<file path="config.mk">
export PLATFORM = sky130hd
export DESIGN_NAME = srr_ram
export DESIGN_NICKNAME = d
export VERILOG_FILES = /design/src/hw/rtl/srr_ram.sv
export SDC_FILE = /design/constraint.sdc
export NUM_CORES = 1
export LEC_CHECK = 0
export BUFFER_PORTS_ARGS = -buffer_cell sky130_fd_sc_hd__buf_4
export CORE_UTILIZATION = 55
export CTS_CLUSTER_DIAMETER = 30
export DETAILED_ROUTE_END_ITERATION = 10
export GPL_TIMING_DRIVEN = 0
export PLACE_DENSITY = 0.7
export SLEW_MARGIN = 20
export SYNTH_ARGS = -nofsm -noshare
export SYNTH_HDL_FRONTEND = slang
export SYNTH_SLANG_ARGS = --single-unit
</file>
<file path="constraint.sdc">
create_clock -name i_clk -period 2.4 [get_ports i_clk]
set_clock_uncertainty 0.15 [all_clocks]
set_input_delay 0.48 -clock i_clk [delete_from_list [all_inputs] [get_ports i_clk]]
set_output_delay 0.48 -clock i_clk [all_outputs]
set_load 0.02 [all_outputs]
</file>
<file path="src/hw/rtl/srr_ram.sv">
// ============================================================================
// srr_ram
// Simple dual-port synchronous RAM, one write and one registered read port.
// ============================================================================
module srr_ram #(
    parameter int DEPTH = 16,
    parameter int WIDTH = 8
) (
    input  logic                     i_clk,
    input  logic                     i_we,
    input  logic [$clog2(DEPTH)-1:0] i_waddr,
    input  logic [WIDTH-1:0]         i_wdata,
    input  logic                     i_re,
    input  logic [$clog2(DEPTH)-1:0] i_raddr,
    output logic [WIDTH-1:0]         o_rdata
);

    logic [WIDTH-1:0] r_mem [DEPTH];
    logic [WIDTH-1:0] r_rdata;

    // Write port
    always_ff @(posedge i_clk) begin
        if (i_we) begin
            r_mem[i_waddr] <= i_wdata;
        end
    end

    // Read port, hold data between reads
    always_ff @(posedge i_clk) begin
        if (i_re) begin
            r_rdata <= r_mem[i_raddr];
        end
    end

    assign o_rdata = r_rdata;

endmodule

</file>
==> impl_metrics.json <==
{
  "status": "complete, no violations",
  "insertion_delay_ns": 0.50,
  "max_freq_ghz": 0.547,
  "viasPerCell": 6.01,
  "cts_tree": "yes",
  "ys_ff_latch": 136,
  "synth_area_sq_um": 5230,
  "whs_path_depth": 1,
  "port_buffers": 25,
  "diodes": 0,
  "grtUsageTotal": 0.220,
  "antenna_found_initial": 0,
  "slew_viol_final": 0,
  "regToRegEndpoint": "o_rdata[2]",
  "dr.first_iter.drc_count": 290,
  "slew_headroom": 0.420,
  "finalWeightedCongestion": 0.751,
  "tightest_slew_ns": 0.866,
  "rows": 35,
  "dp_hpwl_um": 6170,
  "fin_crit_sh": 0.762,
  "holdPathEnd": "o_rdata[7]",
  "cts_made_buffers": 17,
  "cp_max_fo": 8,
  "synthToLayoutAreaGrowth_pct": 18.0,
  "cts.sinks": 136,
  "die_x_um": 99.5,
  "synth_top_area_frac": 0.781,
  "cts-resized-gates": 0,
  "clk_path_buf_depth": 2,
  "ir_drop_mv": 0.601,
  "setup_viol": 0,
  "io_pins": 27,
  "ant_nets": 0,
  "worstSetupStartpointType": "input port",
  "wirelength_um": 9890,
  "die-area_sq_um": 9900,
  "critPathKind": "input port to flip-flop",
  "htreeDepth": 4,
  "grt_max_degree": 17,
  "drt_first_pass_iters": 5,
  "final_layout_size_suffix_gt1_frac": 0.304,
  "setup_tns_ns": 0,
  "grt_pass1_vias": 2464,
  "p_leak_nw": 2.05,
  "cp.arrival_ns": 1.81,
  "grt_overflow_total": 0,
  "r2r_start": "r_mem[5][2]",
  "required_ns": 2.38,
  "nets": 292,
  "ctsHoldBuffers": 0,
  "coreArea_sq_um": 9240,
  "syn_nets": 248,
  "ys_types": 18,
  "post_cts_buffers": 0,
  "synth_area_leaders": "edfxtp_1 78%, mux4_2 7.8%, mux4_1 7.0%",
  "p_per_area_nw_per_um2": 881,
  "initial_core_util": 0.566,
  "wl_per_cell_um": 23.8,
  "finalPower_mw": 5.44,
  "ys_seq_area_frac": 0.781,
  "final.min_clock_period_ns": 1.83,
  "vias": 2495,
  "clk_pin_slew_ns": 0.06,
  "rsz0062_at_grt": "false",
  "die_h_um": 99.5,
  "yosysWarnings": 0,
  "r2r_slack_ns": 0.71,
  "min-delay-path-class": "input port to flip-flop",
  "worstSetupEndpointType": "flip-flop",
  "synth.avg_cell_area_sq_um": 22.8,
  "maxCapViolations": 0,
  "drc": 0,
  "hp-start": "i_re",
  "synth_top_cell_by_area": "edfxtp_1",
  "grt_pass1_wl_um": 14600,
  "finalHoldViolCount": 0,
  "synth_cells": 229,
  "r2r_cells": 3,
  "cts_root_buf": "clkbuf_8"
}
cell families (layout without fill, tap and decap cells):
kind of cell / Yosys count / count (layout) / synth area share
multiplexers: 32 / 32 / 0.148
buffers and inverters: 10 / 67 / 0.0165
AO/OA/AOI/OAI: 16 / 16 / 0.0230
AND/OR/NAND/NOR: 35 / 35 / 0.0314
flip-flops: 136 / 136 / 0.781
synth_stat cells:
library cell,number
and2_1,1
mux4_1,14
nand3b_1,2
buf_4,1
buf_6,3
buf_2,3
mux4_2,18
and2b_1,1
nor2b_1,1
edfxtp_1,136
a22oi_1,16
or3b_2,1
nor3_1,4
clkdlybuf4s25_2,3
nor2_1,13
nand3_1,1
nand2_1,9
nand2b_1,2
how the worst max path moves through the flow:
stage / startpoint / endpoint / slack [ns] / cells after the start
floorplan: i_waddr[2] / r_mem[0][0] / 0.28 / 2
global placement: i_waddr[2] / r_mem[0][2] / -0.28 / 3
detailed placement: i_waddr[2] / r_mem[2][2] / 0.09 / 3
CTS: i_waddr[3] / r_mem[4][1] / 0.59 / 3
global route: i_waddr[2] / r_mem[1][5] / 0.57 / 3
finish: i_waddr[2] / r_mem[2][7] / 0.57 / 3
registers in the layout, indices dropped and copies added, names as in the netlist:
signal	cells
r_mem	128
o_rdata	8
layout make-up:
class	instances	area, sq um
clock buffer	17	414
buffer	10	86.3
fill	591	3070
multi-input combinational	83	1080
sequential	136	4080
tap	129	161
clock inverter	15	160
timing repair buffer	25	188
layout by cell type (no fill, tap or decap), types with 3 or more instances in the layout:
cell             count
clkinvlp_4           4
buf_4               26
a22oi_1             16
clkdlybuf4s25_2      3
mux4_2              18
edfxtp_1           136
buf_2                3
nor3_2               4
clkbuf_16           16
buf_6                3
clkinv_1             3
bufinv_16            3
nand2_1              9
mux4_1              14
nor2_1              13
clkinv_2             4
routing by layer:
metal | GRT usage | vias up | part of all wire
met5 | 0 | - | 0
met4 | 0.0928 | 0 | 0.018
met3 | 0.0625 | 13 | 0.080
met2 | 0.327 | 129 | 0.49
met1 | 0.312 | 1279 | 0.41
li1 | - | 1074 | -
power breakdown:
part | leakage, nW | internal [mW] | switching (mW)
Clock | 0.272 | 1.56 | 0.908
Combinational | 0.544 | 0.118 | 0.161
Sequential | 1.24 | 2.68 | 0.0133
metrics by stage:
| stage | worst slack (ns) | cells | utilization | instance area, sq um | hold slack (ns) |
|---|---|---|---|---|---|
| after floorplan | 0.277 | 229 | - | 5230 | 0.429 |
| after global placement | -0.277 | 383 | 0.604 | 5580 | 0.585 |
| after detailed placement | 0.0922 | 383 | 0.605 | 5590 | 0.601 |
| after CTS | 0.594 | 415 | 0.667 | 6170 | 0.0904 |
| after global routing | 0.568 | 415 | 0.668 | 6170 | 0.0851 |
| final | 0.571 | 415 | 0.668 | 6170 | 0.106 |
worst max-delay path: stages:
cell and delay [ns]:
buf_4 0.13, or3b_2 0.52, nor2_1 0.68
Note: power is estimated with default switching activity, not from simulation.
